### config.mk
export PLATFORM = sky130hd
export DESIGN_NAME = bpb_ring
export DESIGN_NICKNAME = d
export VERILOG_FILES = /design/src/rtl/bpb_pkg.sv /design/src/rtl/bpb_ring.sv
export SDC_FILE = /design/constraint.sdc
export NUM_CORES = 1
export LEC_CHECK = 0
export BUFFER_PORTS_ARGS = -buffer_cell sky130_fd_sc_hd__buf_4
export CAP_MARGIN = 10
export CORE_ASPECT_RATIO = 0.5
export CORE_UTILIZATION = 60
export CTS_CLUSTER_DIAMETER = 40
export DETAILED_ROUTE_END_ITERATION = 8
export PLACE_DENSITY = 0.81
export SLEW_MARGIN = 15
export SYNTH_ARGS = -nofsm -noshare
export SYNTH_HDL_FRONTEND = slang
export SYNTH_SLANG_ARGS = --single-unit
### constraint.sdc
create_clock -name clk -period 4.25 [get_ports clk]
set_input_delay 0.2125 -clock clk [delete_from_list [all_inputs] [get_ports clk]]
set_output_delay 0.2125 -clock clk [all_outputs]
set_load 0.1 [all_outputs]
### src/rtl/bpb_pkg.sv
`default_nettype none

package bpb_pkg;

    // Window and number format
    localparam int WINDOW_MAX = 64;
    localparam int FRAC_BITS  = 16;
    localparam int PRICE_W    = 24;
    localparam int CFG_W      = 7;
    localparam int PB_W       = 20;

    localparam logic [CFG_W-1:0] WINDOW_RESET = CFG_W'(20);

    // Derived widths
    localparam int SLOT_W  = (WINDOW_MAX > 1) ? $clog2(WINDOW_MAX) : 1;
    localparam int CNT_W   = $clog2(WINDOW_MAX + 1);
    localparam int SQ_W    = 2 * PRICE_W;
    localparam int SUM_W   = PRICE_W + CNT_W;
    localparam int SUMSQ_W = SQ_W + CNT_W;
    localparam int D_W     = SUMSQ_W + CNT_W;     // twice SUM_W, always even
    localparam int RT_W    = D_W / 2;
    localparam int NC_W    = PRICE_W + CNT_W;
    localparam int DIFF_W  = NC_W + 1;
    localparam int MAG_W   = DIFF_W - 1 + FRAC_BITS;
    localparam int DEN_W   = RT_W + 2;
    localparam int QB      = PB_W;                // quotient bits before saturation
    localparam int Q_W     = QB + 2;

    localparam int HALF   = 1 << (FRAC_BITS - 1);
    localparam int PB_MAX = (1 << (PB_W - 1)) - 1;
    localparam int PB_MIN = -(1 << (PB_W - 1));

    localparam int TDATA_IN_W  = ((PRICE_W + 7) / 8) * 8;
    localparam int TDATA_OUT_W = ((PB_W + 7) / 8) * 8;

    typedef struct packed {
        logic              en;
        logic [SLOT_W-1:0] addr;
        logic [PRICE_W-1:0] data;
    } ring_wr_t;

    typedef struct packed {
        logic              en;
        logic [SLOT_W-1:0] addr;
    } ring_rd_t;

    typedef struct packed {
        logic           start;
        logic [D_W-1:0] radicand;
    } root_req_t;

    typedef struct packed {
        logic            done;
        logic [RT_W-1:0] root;
    } root_res_t;

    typedef struct packed {
        logic             start;
        logic [MAG_W-1:0] mag;
        logic [DEN_W-1:0] den;
    } div_req_t;

    typedef struct packed {
        logic          done;
        logic          ovf;
        logic [QB-1:0] quo;
        logic          rem_nz;
    } div_res_t;

endpackage

`default_nettype wire

### src/rtl/bpb_ring.sv
`default_nettype none

module bpb_ring
    import bpb_pkg::*;
(
    input  wire logic               clk,
    input  wire ring_wr_t           wr,
    input  wire ring_rd_t           rd,
    output logic [PRICE_W-1:0]      rdata
);

    logic [PRICE_W-1:0] mem [WINDOW_MAX];

    always_ff @(posedge clk)
    begin
        if (wr.en)
        begin
            mem[wr.addr] <= wr.data;
        end
    end

    always_ff @(posedge clk)
    begin
        if (rd.en)
        begin
            rdata <= mem[rd.addr];
        end
    end

endmodule

`default_nettype wire

# Word-level counts from Yosys, hierarchy flattened
# Memories as Yosys holds them, arrays and structs flattened. A register that Yosys moved wholly into a read port is not among the register bits.
# Index checks and enable logic that the tools add are counted.
# W data, S select, Z words.
# totals
reg_bits,0
ram_bits,1536
output_inout_bits,24
mem_count,1
# mem_list
memory,words,width,rd,rd_ports_with_merged_regs,write_ports,line_no,rtl
mem,64,24,1,1,1,bpb_ring.sv:12,logic [PRICE_W-1:0] mem [WINDOW_MAX];
# classes
n_mux,2
# ops
op,count
$mux W1,2

# Longest topological paths before layout
# logic_depth
word_depth,2
depth_mapped,9
ltp_nobuf,5

# Worst setup path before layout
# Ideal clock, no wire load.
# synth_timing
path_kind,input to register
startpoint,in wr[27] in the netlist's numbering
endpoint,mem mem[48][0] (enable)
t_arrival_ns,2.375
required_time_ns,3.815
path_slack_ns,1.440
stages,4
n_path_buf,1
path_cell_list,clkbuf_1 -> nor2b_1 -> nand4b_1 -> nor3_1
# synth_lines
item,line_no,rtl
"start, declared",bpb_ring.sv:7,"input wire ring_wr_t wr,"
"end, declared",bpb_ring.sv:12,
# Straight into the memory's write port.

==> summary.txt <==
Status
  – Run status: completed

Clock tree
  – Max Root-Sink Buffers: 3
  – Clock-pin slew on the worst setup and hold paths: around 70 ps
  – Later-pin clock latency in the skew report: roughly 750 ps
  – CTS root buf: clkbuf_16
  – H-tree depth: 4
  – CTS tree: done
  – CTS sink count: approximately 1600
  – Number of buffers created by CTS: between 100 and 150

Timing
  – Final period utilization: between 60% and 70%
  – Max-slew violation count: 0
  – RSZ-0062 raised after global routing: no
  – Final setup violation count: 0
  – Worst slew pin tran: 1240 ps
  – Min Tclk post-route: approximately 2800 ps
  – Setup Skew: between 20 and 25 ps
  – Final TNS setup: 0 ps
  – Final hold vios: 0
  – Fmax: about 360 MHz
  – Slew HR: between 10% and 20%

Pwr
  – P_leak: 20.6 nW
  – Sw Pwr: roughly 0.0067 W
  – Switching share of power: about 22%
  – P_int: around 0.024 W
  – Max VDD drop: between 0.4 and 0.5 mV
  – Reg power frac: 55.6%
  – Clock power frac: approximately two fifths
  – Cell Pwr Density: between 400 and 500 nW/um^2
  – Comb pwr share: around 5.7%

Floorplan
  – Initial Util: 60.7%
  – Die span in x: between 400 and 500 um
  – Die ar.: 101000 um^2
  – Rows: roughly 80
  – Core ar.: 98000 um^2
  – Top-Level Pins: 63
  – Die height: around 220 um

Final layout
  – Commonest cells after routing, fill and taps aside: edfxtp_1, mux4_2, buf_4
  – Multi-input logic area: roughly 12000 um^2
  – # fillers: about 5500
  – Ratio of cells with drive above 1 in the final layout: roughly 28%
  – Commonest non-fill, non-tap cell in the layout: edfxtp_1
  – Nets: about 2800
  – Area growth syn-to-layout: 11.0%
  – Final Util: approximately two thirds
  – Seq. cell area: about 47000 um^2

Critical path
  – CP Data Required Time: between 4000 and 5000 ps
  – CP peak stage delay: approximately 1100 ps
  – Crit Path Class: primary input to register
  – CP max stage cell: nor2_2
  – Crit path max fanout: between 70 and 80
  – Worst path cell trace: clkbuf_8, nor2_2, a22oi_1, a31oi_1, o21a_1
  – Worst Path Arrival: between 3000 and 4000 ps
  – Setup crit end kind: register
  – Worst Setup Start Kind: primary input

Routing
  – Antenna viol nets, final: 0
  – WL/cell: about 37 um
  – Vias post-DR: ~30000
  – DRC: 0
  – Iter 0 DRT Violations: between 5000 and 6000
  – Router iterations before antenna repair: 6
  – DR vias/cell: ~7.2
  – Routed wire length: about 150000 um

GRT
  – Antenna violations before repair: 6
  – Vias in the first global route: around 30000
  – First-pass GRT wire length: approximately 220000 um
  – GRT Total Usage: 31.2%
  – Grt ovf: 0
  – Largest net degree at the start of global routing: 74

Yosys
  – Post-synth cell types: 39
  – Warnings from Yosys: 0
  – Sequential share of the synthesized area: between 70 and 80%
  – Netlist Area Pre-Place: 59500 um^2
  – Post-Syn Area per Cell: around 23 um^2
  – Syn Inst Count: about 2600
  – Syn_nets: about 2600
  – #FFs+latches synth: around 1600

Run
  – Max cap viols: 0

Placement
  – Hpwl dp: between 80000 and 90000 um
  – Port Buffers: 62
  – Gpl congestion: slightly below 0.9

Worst hold path
  – Worst Hold Class: primary input to register
## logic make-up (layout without fill, tap and decap cells)
| group | after synthesis | count (layout) | synth area share (%) |
|---|---|---|---|
| compound gates | 207 | 207 | 2.43 |
| buf+inv | 144 | 395 | 1.31 |
| flops | 1560 | 1560 | 78.7 |
| mux | 503 | 503 | 16.0 |
| simple gates | 196 | 196 | 1.55 |
| other cells | 0 | 5 | 0 |
## sequential cells by signal, summed over array words and instances (netlist names)
signal,count
mem,1536
rdata,24
## critical path, delay by kind of cell
family	cells	cell delay [ps]
simple gates	1	1130
buf+inv	1	430
compound gates	3	1530
## routing by layer
metal,GRT usage [%],wire length [um],vias to the layer above
met4,13.7,7270,4
met3,9.75,24000,529
met5,0,26,-
met2,47.6,71500,2931
li1,-,-,11431
met1,42.1,51600,15407
## through the flow
step	power (W)	setup slack [ps]	std cells	hold slack (ps)	instance area (um^2)
2_1_floorplan	0.0184	1440	2610	311	59500
3_3_place_gp	0.0191	975	3954	711	62000
3_5_place_dp	0.0191	952	3954	722	62000
4_1_cts	0.0307	1720	4189	7.02	66100
5_1_grt	0.0313	1530	4192	32.5	66100
6_report	0.0308	1490	4194	42.3	66100
## repair_timing
item / 4_1_cts / 5_1_grt
hold endpoints to repair: 75 / 0
hold buffers: 3 / 0
gates resized for setup: 0 / 0
buffers inserted: 0 / 0
## cell usage after synthesis
cell type     n  area share, %
nor3_1        2          0.017
and2_1        3          0.032
inv_2         1         0.0063
or3b_2        3          0.044
nand2b_1      6          0.063
mux2_2       53            1.0
mux2i_1      95            1.6
nand3_1      20           0.17
buf_1        13          0.082
nand2_1      36           0.23
clkbuf_1     44           0.28
a22oi_1      29           0.37
buf_2        45           0.38
and3_1       16           0.17
edfxtp_1   1560             79
o221ai_1      1          0.015
nand4b_1      1          0.015
and2b_1       1          0.013
and2_0        1          0.011
a21oi_1      22           0.18
nor2_1       80           0.50
clkinv_1      1         0.0063
buf_6         8           0.15
nand4_1       2          0.021
o22ai_1      53           0.56
or3_1        10           0.11
nor2b_1       9          0.095
mux4_2      355             13
a221o_1       4          0.067
o211ai_1      2          0.025
nand3b_1      3          0.038
a31oi_1      13           0.14
o21ai_0      12           0.10
o21ai_1       6          0.050
buf_4        31           0.39
clkbuf_4      1          0.013
a221oi_1     52           0.76
or2_2         3          0.032
o21a_1       13           0.16
## area by class of cell
| cell class | count | share of cell area, % |
|---|---|---|
| flip-flops and latches | 1560 | 70.9 |
| multi-input cells | 906 | 18.4 |
| clock buffers | 171 | 5.51 |
| well taps | 1328 | 2.51 |
| repair buffers | 161 | 2.00 |
| clock inverters | 61 | 0.678 |
| diodes | 5 | 0.0189 |
| inverters | 2 | 0.0114 |
## path summary, 6_finish.rpt
check,from,to,slack (ps),depth (start not counted)
max reg2reg,mem[55][10],rdata[10],1510,5
max,rd[1],rdata[11],1490,5
min reg2reg,mem[11][3],rdata[3],1030,5
min,wr[12],mem[55][12],40,1
## power groups by stage
stage	Clock (W)	Sequential (W)	Combinational, W
6_report	0.0119	0.0171	0.00175
5_1_grt	0.0124	0.0171	0.00180
2_1_floorplan	0	0.0176	0.000842
3_3_place_gp	0	0.0174	0.00162
3_5_place_dp	0	0.0174	0.00167
4_1_cts	0.0119	0.0171	0.00171
Power figures use the tool's default switching activity.
