### src/rtl/bpb_pkg.sv
`default_nettype none

package bpb_pkg;

    // Window and number format
    localparam int WINDOW_MAX = 64;
    localparam int FRAC_BITS  = 16;
    localparam int PRICE_W    = 24;
    localparam int CFG_W      = 7;
    localparam int PB_W       = 20;

    localparam logic [CFG_W-1:0] WINDOW_RESET = CFG_W'(20);

    // Derived widths
    localparam int SLOT_W  = (WINDOW_MAX > 1) ? $clog2(WINDOW_MAX) : 1;
    localparam int CNT_W   = $clog2(WINDOW_MAX + 1);
    localparam int SQ_W    = 2 * PRICE_W;
    localparam int SUM_W   = PRICE_W + CNT_W;
    localparam int SUMSQ_W = SQ_W + CNT_W;
    localparam int D_W     = SUMSQ_W + CNT_W;     // twice SUM_W, always even
    localparam int RT_W    = D_W / 2;
    localparam int NC_W    = PRICE_W + CNT_W;
    localparam int DIFF_W  = NC_W + 1;
    localparam int MAG_W   = DIFF_W - 1 + FRAC_BITS;
    localparam int DEN_W   = RT_W + 2;
    localparam int QB      = PB_W;                // quotient bits before saturation
    localparam int Q_W     = QB + 2;

    localparam int HALF   = 1 << (FRAC_BITS - 1);
    localparam int PB_MAX = (1 << (PB_W - 1)) - 1;
    localparam int PB_MIN = -(1 << (PB_W - 1));

    localparam int TDATA_IN_W  = ((PRICE_W + 7) / 8) * 8;
    localparam int TDATA_OUT_W = ((PB_W + 7) / 8) * 8;

    typedef struct packed {
        logic              en;
        logic [SLOT_W-1:0] addr;
        logic [PRICE_W-1:0] data;
    } ring_wr_t;

    typedef struct packed {
        logic              en;
        logic [SLOT_W-1:0] addr;
    } ring_rd_t;

    typedef struct packed {
        logic           start;
        logic [D_W-1:0] radicand;
    } root_req_t;

    typedef struct packed {
        logic            done;
        logic [RT_W-1:0] root;
    } root_res_t;

    typedef struct packed {
        logic             start;
        logic [MAG_W-1:0] mag;
        logic [DEN_W-1:0] den;
    } div_req_t;

    typedef struct packed {
        logic          done;
        logic          ovf;
        logic [QB-1:0] quo;
        logic          rem_nz;
    } div_res_t;

endpackage

`default_nettype wire

### src/rtl/bpb_isqrt.sv
`default_nettype none

module bpb_isqrt
    import bpb_pkg::*;
(
    input  wire logic      clk,
    input  wire logic      rst_n,
    input  wire root_req_t req,
    output root_res_t      res
);

    localparam int ITER_W = $clog2(RT_W + 1);

    logic [D_W-1:0]    rad_reg, rad_next;
    logic [D_W-1:0]    acc_reg, acc_next;
    logic [D_W-1:0]    bit_reg, bit_next;
    logic [D_W-1:0]    trial;
    logic [ITER_W-1:0] cnt_reg, cnt_next;
    logic              busy_reg, busy_next;
    logic              done_reg, done_next;

    // One result bit per cycle, bit walks down by powers of four
    always_comb
    begin
        rad_next  = rad_reg;
        acc_next  = acc_reg;
        bit_next  = bit_reg;
        cnt_next  = cnt_reg;
        busy_next = busy_reg;
        done_next = 1'b0;
        trial     = acc_reg + bit_reg;
        if (req.start)
        begin
            rad_next  = req.radicand;
            acc_next  = '0;
            bit_next  = D_W'(1) << (D_W - 2);
            cnt_next  = ITER_W'(RT_W);
            busy_next = 1'b1;
        end
        else if (busy_reg)
        begin
            if (rad_reg >= trial)
            begin
                rad_next = rad_reg - trial;
                acc_next = (acc_reg >> 1) + bit_reg;
            end
            else
            begin
                acc_next = acc_reg >> 1;
            end
            bit_next = bit_reg >> 2;
            cnt_next = cnt_reg - ITER_W'(1);
            if (cnt_reg == ITER_W'(1))
            begin
                busy_next = 1'b0;
                done_next = 1'b1;
            end
        end
    end

    always_ff @(posedge clk or negedge rst_n)
    begin
        if (!rst_n)
        begin
            cnt_reg  <= '0;
            busy_reg <= 1'b0;
            done_reg <= 1'b0;
        end
        else
        begin
            cnt_reg  <= cnt_next;
            busy_reg <= busy_next;
            done_reg <= done_next;
        end
    end

    always_ff @(posedge clk)
    begin
        rad_reg <= rad_next;
        acc_reg <= acc_next;
        bit_reg <= bit_next;
    end

    assign res.done = done_reg;
    assign res.root = acc_reg[RT_W-1:0];

endmodule

`default_nettype wire

### config.mk
export PLATFORM = sky130hd
export DESIGN_NAME = bpb_isqrt
export DESIGN_NICKNAME = d
export VERILOG_FILES = /design/src/rtl/bpb_pkg.sv /design/src/rtl/bpb_isqrt.sv
export SDC_FILE = /design/constraint.sdc
export NUM_CORES = 1
export LEC_CHECK = 0
export BUFFER_PORTS_ARGS = -buffer_cell sky130_fd_sc_hd__buf_4
export CAP_MARGIN = 5
export CORE_ASPECT_RATIO = 0.8
export CORE_MARGIN = 2
export CORE_UTILIZATION = 50
export DETAILED_ROUTE_END_ITERATION = 12
export PLACE_DENSITY = 0.69
export SLEW_MARGIN = 0
export SYNTH_ARGS = -nofsm -noshare
export SYNTH_HDL_FRONTEND = slang
export SYNTH_SLANG_ARGS = --single-unit
### constraint.sdc
create_clock -name clk -period 9.5 [get_ports clk]
set_clock_uncertainty 0.05 [all_clocks]
set_input_delay 0.95 -clock clk [delete_from_list [all_inputs] [get_ports clk]]
set_output_delay 0.95 -clock clk [all_outputs]
set_load 0.005 [all_outputs]
# Word-level counts from Yosys, hierarchy flattened
# Index checks and enable logic that the tools add are counted.
[word_totals] regBits=162 inputBits=65 output_inout_bits=32 wordCells=27
[op_classes] add_sub_neg=4 magnitude_cmp=1 eq_ne=1 n_mux=12 n_reduce_logical=3
[ops] op="2-to-1 mux 62 bit" count=4
[ops] op="adder 61 x 61 -> 62 bit" count=1
[ops] op="adder 62 x 61 -> 62 bit" count=1
[ops] op=">= comparator 62 bit" count=1
[ops] op="subtractor 62 bit" count=1
[ops] op="2-to-1 mux 5 bit" count=2
[ops] op="2-to-1 mux 1 bit" count=6
[ops] op="equality test 5 x 1 -> 1 bit, second input constant" count=1
[ops] op="subtractor 5 x 1 -> 5 bit, second input constant" count=1
[ops] op="nonzero test 2 bit" count=2
[ops] op="AND reduction 2 bit" count=1

# Depth between registers and ports, before layout
[depth] depth_word=5 mapped_depth=27 ltp_nobuf=23

# Worst setup path before layout
# OpenSTA, ideal clock, no wires.
[synth_timing] path_type="register to register" startpoint="reg acc_reg[2]" endpoint="reg rad_reg[0], enable pin" setup_ps=568 arrival_ps=8785 t_required_ps=8882 path_slack_ps=98 stages_incl_launch_ff=22 n_path_buf=4 synth_period_minus_slack_ps=9402 path_cell_list="dfxtp_1 ha_1 a31oi_1 o21bai_1 a21o_1 a21oi_1 o21a_1 o31ai_1 a31oi_1 o21ai_0 xnor2_1 ha_1 clkbuf_1 nand2_1 or4_1 nor4_1 nor4_1 and2_1 buf_6 buf_6 buf_2 o21ai_0"
[synth_between] elab_chain_cells=4
[synth_lines] element="start: declaration" line="bpb_isqrt.sv:15" rtl="logic [D_W-1:0] acc_reg, acc_next;"
[synth_lines] element="start signal: assignment" line="bpb_isqrt.sv:80" rtl="acc_reg <= acc_next;"
[synth_lines] element="adder 62 x 61 -> 62 bit" line="bpb_isqrt.sv:31" rtl="trial = acc_reg + bit_reg;"
[synth_lines] element=">= comparator 62 bit" line="bpb_isqrt.sv:42" rtl="if (rad_reg >= trial)"
[synth_lines] element="nonzero test 2 bit (no source line)"
[synth_lines] element="AND reduction 2 bit (no source line)"
[synth_lines] element="end signal: assignment" line="bpb_isqrt.sv:79" rtl="rad_reg <= rad_next;"
[synth_lines] element="end: declaration" line="bpb_isqrt.sv:14" rtl="logic [D_W-1:0] rad_reg, rad_next;"
# Every way passes these cells.
# A chain may end at the register's enable or synchronous reset.

# Final worst setup path
[layout_timing] startpoint="reg acc_reg[2]" endpoint="reg rad_reg[1], enable pin"
# Same word-level chain as after synthesis.

==> summary.json <==
{
  "run_status": "completed",
  "syn_area_sq_um": 14900,
  "finalInstanceArea_sq_um": 16190,
  "cts_resized": 0,
  "tritoncts_clock_tree": "built",
  "critical_path_required_ns": 9.54,
  "diodes": 0,
  "number_of_ports_placed_on_the_die_boundary": 97,
  "synth_enable_flop_cells": 62,
  "syn_area_per_cell_sq_um": 7.806,
  "dp_hpwl_mm": 34.38,
  "powerDensity_nw_per_um2": 319.0,
  "yosys_warnings": 0,
  "pin_slew_with_the_least_headroom_to_its_limit_ns": 0.8699,
  "synthArstFlopShare": 0.04321,
  "power_frac_seq": 0.241,
  "die_wd_um": 197.0,
  "clock_sinks": 162,
  "start_kind": "register",
  "insertion_delay_ns": 0.46,
  "cts-htree-levels": 4,
  "comb_power_share": 0.622,
  "synth_flop_cell": "dfxtp_1",
  "ys_seq_elements": 162,
  "arrival_ns": 7.58,
  "grt_start_max_net_pins": 81,
  "slew_violations": 0,
  "reg2reg_start": "acc_reg[2]",
  "post-synth-top-count-cell": "nand2_1",
  "post_cts_repair_setup_buffers": 0,
  "timing.setup.tns_ns": 0,
  "internal-power_w": 0.002647,
  "max_freq_mhz": 132.8,
  "end_kind": "register",
  "synthesis.instances": 1909,
  "timing_hold_violations_final": 0,
  "hold_path.class": "in2async",
  "finalCritPeriodShare": 0.7929,
  "setup_viol_count_final": 0,
  "port_buffers": 96,
  "critPathKind": "reg2reg",
  "globalRoute.totalOverflow": 0,
  "grt_setup_unrepaired": "no",
  "dp_cells": 2274,
  "cp-startpoint": "acc_reg[2]",
  "layout-drive-gt1-share": 0.08968,
  "detailroute.via_count": 14370,
  "total_switching_power_w": 0.002519,
  "power.share.switching": 0.4876,
  "post_synth_main_area_contributors": "dfxtp_1, edfxtp_1, ha_1",
  "synth_commonest_cells": "nand2_1, nor2_1, o21ai_0",
  "cts_made_buffers": 17,
  "vdd_ir_drop_max_uv": 174.7,
  "root_buffer": "clkbuf_16",
  "overall_fraction_of_global_route_tracks_in_use": 0.2893,
  "floorplan.die.height_um": 158.4,
  "synth_cell_types": 83,
  "areaGrowthSynthToFinish_pct": 8.657,
  "placedInstanceArea_sq_um": 15600,
  "timing.final.crit_period_ns": 7.532,
  "initialDrtViolationCount": 1294,
  "relSlewSlack": 0.4166,
  "synth.yosys.seq_area_share": 0.2616,
  "rows": 56,
  "grt_first_pass_wirelength_mm": 71.30,
  "floorplan.core_area_sq_um": 29290,
  "die-area_sq_um": 31210,
  "worst-path-max-fanout": 62,
  "clockBufferDepth": 2,
  "start_util": 0.5088,
  "synth_area_leader_cell": "dfxtp_1",
  "detail_route.vias_per_cell": 6.229,
  "final_wl_mm": 45.10,
  "leakage_power_total_nw": 6.554,
  "power_frac_clock": 0.137,
  "clkTransAtPathRegs_ns": 0.07,
  "max_cap_violation_count": 0,
  "layout.nets": 2110,
  "final_cells": 2306,
  "drt_pass1_iterations": 6,
  "routed_wire_length_per_instance_um": 19.56,
  "antenna_left": 0,
  "cts_hold_buf": 0,
  "netlist.area_leader.share": 0.1249,
  "first_global_vias": 13100,
  "drc_errors": 0,
  "postSynthNetCount": 2103,
  "antenna_found_initial": 0,
  "gp_congestion": 0.9653
}
[cell families (layout without fill, tap and decap cells)]
family / Yosys count / after routing / share of synthesized area
buffers and inverters: 168 / 188 / 0.05206
multiplexers: 53 / 53 / 0.03594
adder cells (fa/ha/maj): 129 / 129 / 0.1088
flip-flops: 162 / 162 / 0.2616
AND/OR/NAND/NOR: 639 / 639 / 0.1906
XOR/XNOR: 153 / 153 / 0.08992
AO/OA/AOI/OAI: 605 / 605 / 0.2610
[final cells by class]
class,count,area [sq um]
Tap cell,377,471.7
Multi-Input combinational cell,1579,10240
Timing Repair Buffer,106,799.5
Fill cell,2814,13100
Clock inverter,7,71.32
Sequential cell,162,3902
Inverter,50,187.7
Clock buffer,25,519.2
[through the flow]
step | total power, W | hold WS, ns | setup slack, ns | utilization
after floorplan | 0.003557 | 0.4277 | 0.09758 | -
after global placement | 0.004366 | 0.4502 | 2.394 | 0.5327
after detailed placement | 0.004361 | 0.4607 | 2.167 | 0.5327
after CTS | 0.005104 | 0.2242 | 2.140 | 0.5528
after global routing | 0.005526 | 0.2263 | 1.627 | 0.5528
final | 0.005166 | 0.2375 | 1.968 | 0.5528
[final timing paths]
check,slack [ns],cells after the start,to
max,1.97,19,rad_reg[1]
min,0.24,1,done_reg
max reg2reg,1.97,19,rad_reg[1]
min reg2reg,0.47,2,acc_reg[0]
max in group asynchronous,9.03,1,busy_reg
min in group clk,0.47,2,acc_reg[0]
[critical path: stages (launching register included)]
cell and delay (ns):
dfxtp_1 0.44, ha_1 0.31, a31oi_1 0.28, o21bai_1 0.15
a21o_1 0.20, a21oi_1 0.37, o21a_1 0.35, o31ai_1 0.22
a31oi_1 0.51, o21ai_0 0.30, xnor2_1 0.18, ha_1 0.46
nand2_1 0.28, or4_1 0.53, nor4_1 0.39, nor4_1 0.18
and2_2 0.21, buf_4 0.34, o21ai_4 0.75, buf_4 0.56
[metal layers]
metal  track usage  vias up  share of wire
li1              -     6999              -
met1        0.4050     6748           0.46
met2        0.4609      558           0.44
met3       0.05507       60          0.078
met4       0.06910        0          0.016
met5             0        -              0
[cells in the final DEF, fill, tap and decap left out, types with 5 or more instances in the layout]
cell type,netlist,layout
a211oi_1,40,40
a21boi_0,9,9
a21o_1,46,46
a21oi_1,113,113
a221oi_1,17,17
a311oi_1,17,17
a31o_2,10,10
a31oi_1,56,56
and2_1,10,9
and3_1,7,7
and4_1,5,5
buf_4,32,105
clkbuf_16,0,19
dfrtp_1,7,6
dfxtp_1,93,93
edfxtp_1,62,62
ha_1,128,128
inv_1,50,50
mux2i_1,49,49
nand2_1,249,249
nand2b_1,10,10
nand3_1,26,26
nand4_1,36,36
nor2_1,207,207
nor2b_1,12,12
nor3_1,31,31
nor4_1,10,10
o211ai_1,13,13
o21a_1,12,12
o21ai_0,180,179
o21bai_1,32,32
o31ai_1,9,9
or2_2,6,6
or3_1,12,12
or4_1,6,6
xnor2_1,82,82
xor2_1,71,71
[power by group through the flow]
stage / combinational (W) / clock (W) / sequential, W
floorplan: 0.00241 / 0 / 0.00115
global placement: 0.00312 / 0 / 0.00125
detailed placement: 0.00312 / 0 / 0.00124
CTS: 0.00315 / 0.000720 / 0.00123
global route: 0.00352 / 0.000744 / 0.00126
finish: 0.00322 / 0.000708 / 0.00124
(Power assumes the default switching activity.)
