--- config.mk ---
export PLATFORM = sky130hd
export DESIGN_NAME = bpb_div
export DESIGN_NICKNAME = d
export VERILOG_FILES = /design/src/rtl/bpb_pkg.sv /design/src/rtl/bpb_div.sv
export SDC_FILE = /design/constraint.sdc
export NUM_CORES = 1
export LEC_CHECK = 0
export CORE_MARGIN = 3
export CORE_UTILIZATION = 54
export CTS_BUF_LIST = sky130_fd_sc_hd__clkbuf_2 sky130_fd_sc_hd__clkbuf_4 sky130_fd_sc_hd__clkbuf_8
export CTS_CLUSTER_DIAMETER = 120
export DETAILED_ROUTE_END_ITERATION = 12
export DONT_BUFFER_PORTS = 1
export PLACE_DENSITY = 0.72
export REMOVE_ABC_BUFFERS = 1
export SLEW_MARGIN = 15
export SYNTH_ARGS = -nofsm -noshare
export SYNTH_HDL_FRONTEND = slang
export SYNTH_SLANG_ARGS = --single-unit
--- constraint.sdc ---
create_clock -name clk -period 2.9 [get_ports clk]
set_clock_uncertainty 0.05 [all_clocks]
set_input_delay 0.435 -clock clk [delete_from_list [all_inputs] [get_ports clk]]
set_output_delay 0.435 -clock clk [all_outputs]
set_load 0.02 [all_outputs]
--- src/rtl/bpb_pkg.sv ---
`default_nettype none

package bpb_pkg;

    // Window and number format
    localparam int WINDOW_MAX = 64;
    localparam int FRAC_BITS  = 16;
    localparam int PRICE_W    = 24;
    localparam int CFG_W      = 7;
    localparam int PB_W       = 20;

    localparam logic [CFG_W-1:0] WINDOW_RESET = CFG_W'(20);

    // Derived widths
    localparam int SLOT_W  = (WINDOW_MAX > 1) ? $clog2(WINDOW_MAX) : 1;
    localparam int CNT_W   = $clog2(WINDOW_MAX + 1);
    localparam int SQ_W    = 2 * PRICE_W;
    localparam int SUM_W   = PRICE_W + CNT_W;
    localparam int SUMSQ_W = SQ_W + CNT_W;
    localparam int D_W     = SUMSQ_W + CNT_W;     // twice SUM_W, always even
    localparam int RT_W    = D_W / 2;
    localparam int NC_W    = PRICE_W + CNT_W;
    localparam int DIFF_W  = NC_W + 1;
    localparam int MAG_W   = DIFF_W - 1 + FRAC_BITS;
    localparam int DEN_W   = RT_W + 2;
    localparam int QB      = PB_W;                // quotient bits before saturation
    localparam int Q_W     = QB + 2;

    localparam int HALF   = 1 << (FRAC_BITS - 1);
    localparam int PB_MAX = (1 << (PB_W - 1)) - 1;
    localparam int PB_MIN = -(1 << (PB_W - 1));

    localparam int TDATA_IN_W  = ((PRICE_W + 7) / 8) * 8;
    localparam int TDATA_OUT_W = ((PB_W + 7) / 8) * 8;

    typedef struct packed {
        logic              en;
        logic [SLOT_W-1:0] addr;
        logic [PRICE_W-1:0] data;
    } ring_wr_t;

    typedef struct packed {
        logic              en;
        logic [SLOT_W-1:0] addr;
    } ring_rd_t;

    typedef struct packed {
        logic           start;
        logic [D_W-1:0] radicand;
    } root_req_t;

    typedef struct packed {
        logic            done;
        logic [RT_W-1:0] root;
    } root_res_t;

    typedef struct packed {
        logic             start;
        logic [MAG_W-1:0] mag;
        logic [DEN_W-1:0] den;
    } div_req_t;

    typedef struct packed {
        logic          done;
        logic          ovf;
        logic [QB-1:0] quo;
        logic          rem_nz;
    } div_res_t;

endpackage

`default_nettype wire

--- src/rtl/bpb_div.sv ---
`default_nettype none

module bpb_div
    import bpb_pkg::*;
(
    input  wire logic     clk,
    input  wire logic     rst_n,
    input  wire div_req_t req,
    output div_res_t      res
);

    localparam int ITER_W = $clog2(QB + 1);
    localparam int HI_W   = MAG_W - QB;

    logic [DEN_W-1:0]  rem_reg, rem_next;
    logic [DEN_W-1:0]  den_reg, den_next;
    logic [QB-1:0]     low_reg, low_next;
    logic [QB-1:0]     quo_reg, quo_next;
    logic [DEN_W:0]    trial;
    logic [DEN_W-1:0]  hi_part;
    logic [ITER_W-1:0] cnt_reg, cnt_next;
    logic              busy_reg, busy_next;
    logic              done_reg, done_next;
    logic              ovf_reg, ovf_next;

    // Restoring division, one quotient bit per cycle; a quotient that
    // needs more than QB bits is flagged at once
    always_comb
    begin
        rem_next  = rem_reg;
        den_next  = den_reg;
        low_next  = low_reg;
        quo_next  = quo_reg;
        cnt_next  = cnt_reg;
        busy_next = busy_reg;
        ovf_next  = ovf_reg;
        done_next = 1'b0;
        hi_part   = DEN_W'(req.mag[MAG_W-1 -: HI_W]);
        trial     = {rem_reg, low_reg[QB-1]};
        if (req.start)
        begin
            den_next = req.den;
            rem_next = hi_part;
            low_next = req.mag[QB-1:0];
            quo_next = '0;
            cnt_next = ITER_W'(QB);
            if (hi_part >= req.den)
            begin
                ovf_next  = 1'b1;
                busy_next = 1'b0;
                done_next = 1'b1;
            end
            else
            begin
                ovf_next  = 1'b0;
                busy_next = 1'b1;
            end
        end
        else if (busy_reg)
        begin
            if (trial >= {1'b0, den_reg})
            begin
                rem_next = DEN_W'(trial - {1'b0, den_reg});
                quo_next = {quo_reg[QB-2:0], 1'b1};
            end
            else
            begin
                rem_next = trial[DEN_W-1:0];
                quo_next = {quo_reg[QB-2:0], 1'b0};
            end
            low_next = low_reg << 1;
            cnt_next = cnt_reg - ITER_W'(1);
            if (cnt_reg == ITER_W'(1))
            begin
                busy_next = 1'b0;
                done_next = 1'b1;
            end
        end
    end

    always_ff @(posedge clk or negedge rst_n)
    begin
        if (!rst_n)
        begin
            cnt_reg  <= '0;
            busy_reg <= 1'b0;
            done_reg <= 1'b0;
            ovf_reg  <= 1'b0;
        end
        else
        begin
            cnt_reg  <= cnt_next;
            busy_reg <= busy_next;
            done_reg <= done_next;
            ovf_reg  <= ovf_next;
        end
    end

    always_ff @(posedge clk)
    begin
        rem_reg <= rem_next;
        den_reg <= den_next;
        low_reg <= low_next;
        quo_reg <= quo_next;
    end

    assign res.done   = done_reg;
    assign res.ovf    = ovf_reg;
    assign res.quo    = quo_reg;
    assign res.rem_nz = (rem_reg != '0);

endmodule

`default_nettype wire

# Word-level counts from Yosys, hierarchy flattened
# Cells that the tools add are included.
# classes
addsub	2
order_cmp	2
n_eq_ne	1
n_mux	16
n_reduce_logical	2
# op_table
operator	count
27-bit two-way mux	2
20-bit two-way mux	2
34-bit by 33-bit >= comparator with 1-bit output	1
27-bit by 33-bit >= comparator with 1-bit output	1
33-bit two-way mux	1
33-bit nonzero test	1
33-bit subtractor	1
5-bit two-way mux	2
1-bit two-way mux	9
5-bit by 1-bit == test with 1-bit output (second input constant)	1
5-bit by 1-bit subtractor with 5-bit output (second input constant)	1
2-bit nonzero test	1
# totals
ff_bits	114
in_bits	83
out_inout_bits	23
word_cells	32

# Depth between registers and ports, before layout
# depth
ltp_word	4
mapped_depth	13
ltp_nobuf	12

# Worst setup path before layout
# No wires, ideal clock.
# synth_timing
path_kind	register -> register
startpoint	register rem_reg[9]
endpoint	register rem_reg[14] (data pin)
setup_time_ns	0.260
arrival_time_ns	2.828
required_ns	2.590
setup_slack_ns	-0.238
path_stages_with_launch	10
n_path_buf	0
synth_period_minus_slack_ns	3.138
cell_sequence	edfxtp_1 -> ha_1 -> and4_4 -> nand2_1 -> or3_4 -> a31o_4 -> o41ai_4 -> a31o_2 -> mux2_2 -> mux2_2
# synth_via
elab_chain_cells	4
elab_cells_between_ends	5
classes_between	add/sub (1); order compare (1); mux (3)
# synth_rtl
element	line	source
start, declared	bpb_div.sv:15	logic [DEN_W-1:0] rem_reg, rem_next;
start signal, assigned	bpb_div.sv:101	rem_reg <= rem_next;
33-bit subtractor / 34-bit by 33-bit >= comparator with 1-bit output (equally long branches)	bpb_div.sv:63, bpb_div.sv:61	
33-bit two-way mux *	bpb_div.sv:61	if (trial >= {1'b0, den_reg})
27-bit two-way mux *	bpb_div.sv:59	else if (busy_reg)
27-bit two-way mux *	bpb_div.sv:40	if (req.start)
named net rem_next[14]	bpb_div.sv:15	
# Mark *: on every way through the listed nets, which the timed path passes. The rest lies on a longest branch. The select of a mux whose other input is x is not followed.
# A chain may end at the register's enable or synchronous reset.

# Worst setup path after layout
# layout_timing
startpoint	register low_reg[19]
endpoint	register rem_reg[24] (data pin)
# layout_via
elab_chain_cells	4
elab_cells_between_ends	5
classes_between	add/sub (1); order compare (1); mux (3)
# layout_rtl
element	line	source
start, declared	bpb_div.sv:17	logic [QB-1:0] low_reg, low_next;
start signal, assigned	bpb_div.sv:103	low_reg <= low_next;
33-bit subtractor / 34-bit by 33-bit >= comparator with 1-bit output (equally long branches)	bpb_div.sv:63, bpb_div.sv:61	
33-bit two-way mux *	bpb_div.sv:61	
27-bit two-way mux *	bpb_div.sv:59	
27-bit two-way mux *	bpb_div.sv:40	
named net rem_next[24]	bpb_div.sv:15	
# Marks and branches as above.

==> flow_metrics.py <==
metrics = {
    "pwr": {
        "ir_drop_uv": 677.1,
        "power_density_nw_per_um2": 1037,
        "power_leakage_nw": 3.969,
    },
    "floorplan": {
        "ioPinCount": 106,
        "die_y_um": 122.3,
        "fp.dieArea_sq_um": 14950,
        "die_w_um": 122.3,
        "start_util": 0.5648,
        "rows": 41,
        "core_sq_um": 12930,
    },
    "setup_path": {
        "worstPathArrival_ns": 3.32,
        "path_class": "register to register",
        "r2r_end": "rem_reg[24]",
        "crit_path_start": "low_reg[19]",
        "reg2reg_from": "low_reg[19]",
        "cp-start-kind": "register",
        "endpoint_kind": "register",
        "rrSetupSlack_ns": -0.28,
        "worstPathMaxFanout": 4,
        "ff2ff_path_depth": 14,
        "cp_data_required_time_ns": 3.04,
    },
    "cts": {
        "clock-sinks": 114,
        "numCtsBuffers": 17,
        "clock_latency_ns": 0.44,
        "clockBufferDepth": 2,
        "cts_tree": "yes",
        "cts_max_level": 4,
        "root_buffer": "clkbuf_8",
        "clk_pin_slew_worst_paths_ns": 0.07,
    },
    "place": {
        "place_hpwl_mm": 13.46,
        "gp_congestion": 1.004,
        "port_buffers": 0,
        "place_ws_ns": -0.3284,
    },
    "routing": {
        "drtIter0Drc": 508,
        "detail-route-antenna-nets": 0,
        "drt_wl_total_mm": 18.82,
        "via_per_inst": 5.902,
        "wl_per_cell_um": 18.64,
        "num_vias": 5961,
        "drc": 0,
        "drt_first_pass_iters": 5,
    },
    "synth": {
        "synth_warnings": 0,
        "synthCells": 726,
        "seq_area_frac_synth": 0.4277,
        "synthesis.area_sq_um": 7302,
        "synthArstFlopShare": 0.07018,
        "ys.flop_type": "edfxtp_1",
        "synthTopCellsByArea": "edfxtp_1, ha_1, dfxtp_1, inv_1, mux2i_1",
        "avgSynthCellArea_sq_um": 10.06,
        "synth_edf_count": 80,
        "synth_top_area_cell": "edfxtp_1",
        "ys_types": 64,
        "ys_ff_latch": 114,
        "synth_top_area_frac": 0.3290,
    },
    "cells_and_area": {
        "area_growth_pct": 22.10,
        "antenna_cells": 0,
        "seq_area_sq_um": 3123,
        "fillers": 981,
        "fin_nets": 971,
        "multi_input_area_sq_um": 3943,
        "drive_above_1_share": 0.2279,
    },
    "timing": {
        "final.min_clock_period_ns": 3.180,
        "holdWs_ns": 0.03788,
        "hold_viol_final": 0,
        "fin_ws_ns": -0.2801,
        "slew_headroom": 0.5598,
        "fmax_mhz": 314.5,
        "timing.final.crit_share": 1.097,
        "rsz0062_at_grt": "true",
        "tightest_slew_ns": 0.6533,
        "setup_violations": 34,
        "finalMaxSlewViolations": 0,
    },
    "outcome": {
        "failed_checks": "negative setup slack",
        "outcome": "complete, but fails checks",
    },
    "grt": {
        "track_usage": 0.2505,
        "grt_max_degree": 144,
        "grt_pass1_wl_mm": 29.24,
        "grt_pass1_vias": 6025,
        "antenna_found_initial": 0,
        "grt_overflow": 0,
    },
    "run": {
        "maxCapViolations": 0,
    },
    "hold_path": {
        "min_path_type": "input port to register",
        "hold_depth": 0,
        "whs_endpoint": "den_reg[9]",
        "hold_start": "req[9]",
    },
}
placed cells by master, fill, tap and decap left out, drive strengths merged, types with 6 or more instances in the layout:
cell | Yosys | final
nor4 | 11 | 11
dfrtp | 8 | 8
inv | 71 | 76
nor3 | 9 | 9
nand4 | 9 | 9
xor2 | 13 | 13
o21ai | 25 | 25
a31oi | 7 | 7
nand2b | 7 | 7
mux2i | 24 | 24
nor2b | 6 | 6
nor2 | 59 | 59
o21a | 7 | 7
nand2 | 52 | 52
dlygate4sd3 | 0 | 7
buf | 19 | 100
a21o | 19 | 19
clkbuf | 10 | 20
edfxtp | 80 | 80
a221o | 8 | 8
clkinv | 0 | 6
xnor2 | 20 | 20
nand3 | 9 | 9
nor3b | 6 | 6
a21oi | 42 | 42
mux2 | 21 | 21
ha | 62 | 62
nand3b | 15 | 15
a211oi | 6 | 6
dfxtp | 26 | 26
o311ai | 16 | 16
worst max-delay path, stage by stage, from the launching register on:
cell and delay [ns]:
edfxtp_1 0.39, inv_1 0.07, ha_2 0.18, inv_2 0.04, fa_2 0.33, a21o_1 0.21, a311oi_2 0.28, or3_4 0.18
a31o_4 0.17, o41ai_4 0.07, buf_4 0.17, a31oi_4 0.27, nor2_2 0.09, buf_6 0.13, a221o_1 0.31
what timing repair did:
action,4_1_cts,5_1_grt
endpoints found under the hold margin,26,10
setup endpoints to repair,33,35
gates cloned,1,3
gates resized for setup,16,32
pin swaps,11,25
setup buffers,5,6
hold buffers,2,5
layout make-up:
cell class,instances,share of cell area
sequential,114,0.3503
timing repair buffer,109,0.1065
multi-input combinational,512,0.4422
clock buffer,18,0.02708
tap,172,0.02414
clock inverter,14,0.01993
inverter,71,0.02989
logic make-up (layout without fill, tap and decap cells):
logic type                 after synthesis  in the layout  synth area share
AOI/OAI and AO/OA                      169            169            0.1633
xor gates and xnor gates                33             33           0.03958
adders and majority gates               63             63            0.1090
buffers and inverters                  100            212           0.05620
DFF                                    114            114            0.4277
muxes                                   45             45           0.06528
and+or+nand+nor                        202            202            0.1390
through the flow:
| stage | TNS (ns) | area, sq um | total power [mW] | util | instances |
|---|---|---|---|---|---|
| floorplan | -18.79 | 7158 | 4.991 | - | 697 |
| global route | -10.46 | 8916 | 9.787 | 0.6897 | 1010 |
| CTS | -7.197 | 8627 | 8.657 | 0.6673 | 997 |
| detailed placement | -6.417 | 8068 | 6.728 | 0.6241 | 957 |
| global placement | -3.245 | 8068 | 6.641 | 0.6241 | 957 |
| finish | -6.157 | 8916 | 9.245 | 0.6897 | 1010 |
synth_stat cells (all sizes together) (3+ instances only):
library cell  number
a221o              8
dfxtp             26
and3               3
a31oi              7
buf               19
a21oi             42
o21bai             4
o311ai            16
and2               3
mux2              21
nand3              9
and4               4
nor2              59
o21ai             25
a21o              19
nand3b            15
a211o              3
o211ai             3
edfxtp            80
o21a               7
a311oi             3
nor4              11
dfrtp              8
or3                4
a2111oi            3
o31ai              4
xor2              13
inv               71
nor3               9
ha                62
a21boi             4
a31o               3
clkbuf            10
nand2             52
a211oi             6
xnor2             20
nand4              9
nor3b              6
nand2b             7
nor2b              6
mux2i             24
where the power goes:
part	internal (mW)	switching [mW]
logic	2.64	2.63
registers	2.14	0.250
clock network	0.872	0.710
how the worst max path moves through the flow:
stage / to / slack [ns] / depth (start not counted)
2_1_floorplan: rem_reg[24] / -0.96 / 12
3_3_place_gp: rem_reg[14] / -0.21 / 11
3_5_place_dp: rem_reg[14] / -0.33 / 11
4_1_cts: rem_reg[21] / -0.26 / 13
5_1_grt: rem_reg[17] / -0.41 / 13
6_report: rem_reg[24] / -0.28 / 14
per-layer routing:
layer  part of all wire  vias to the layer above  GRT usage  wire length [um]
met5                  0                        -          0                 0
met4              0.018                        0    0.08118               341
met3              0.069                       27    0.07143              1291
met2               0.48                      187     0.4098              9027
li1                   -                     2871          -                 -
met1               0.43                     2876     0.3217              8164
(Power assumes the default switching activity.)
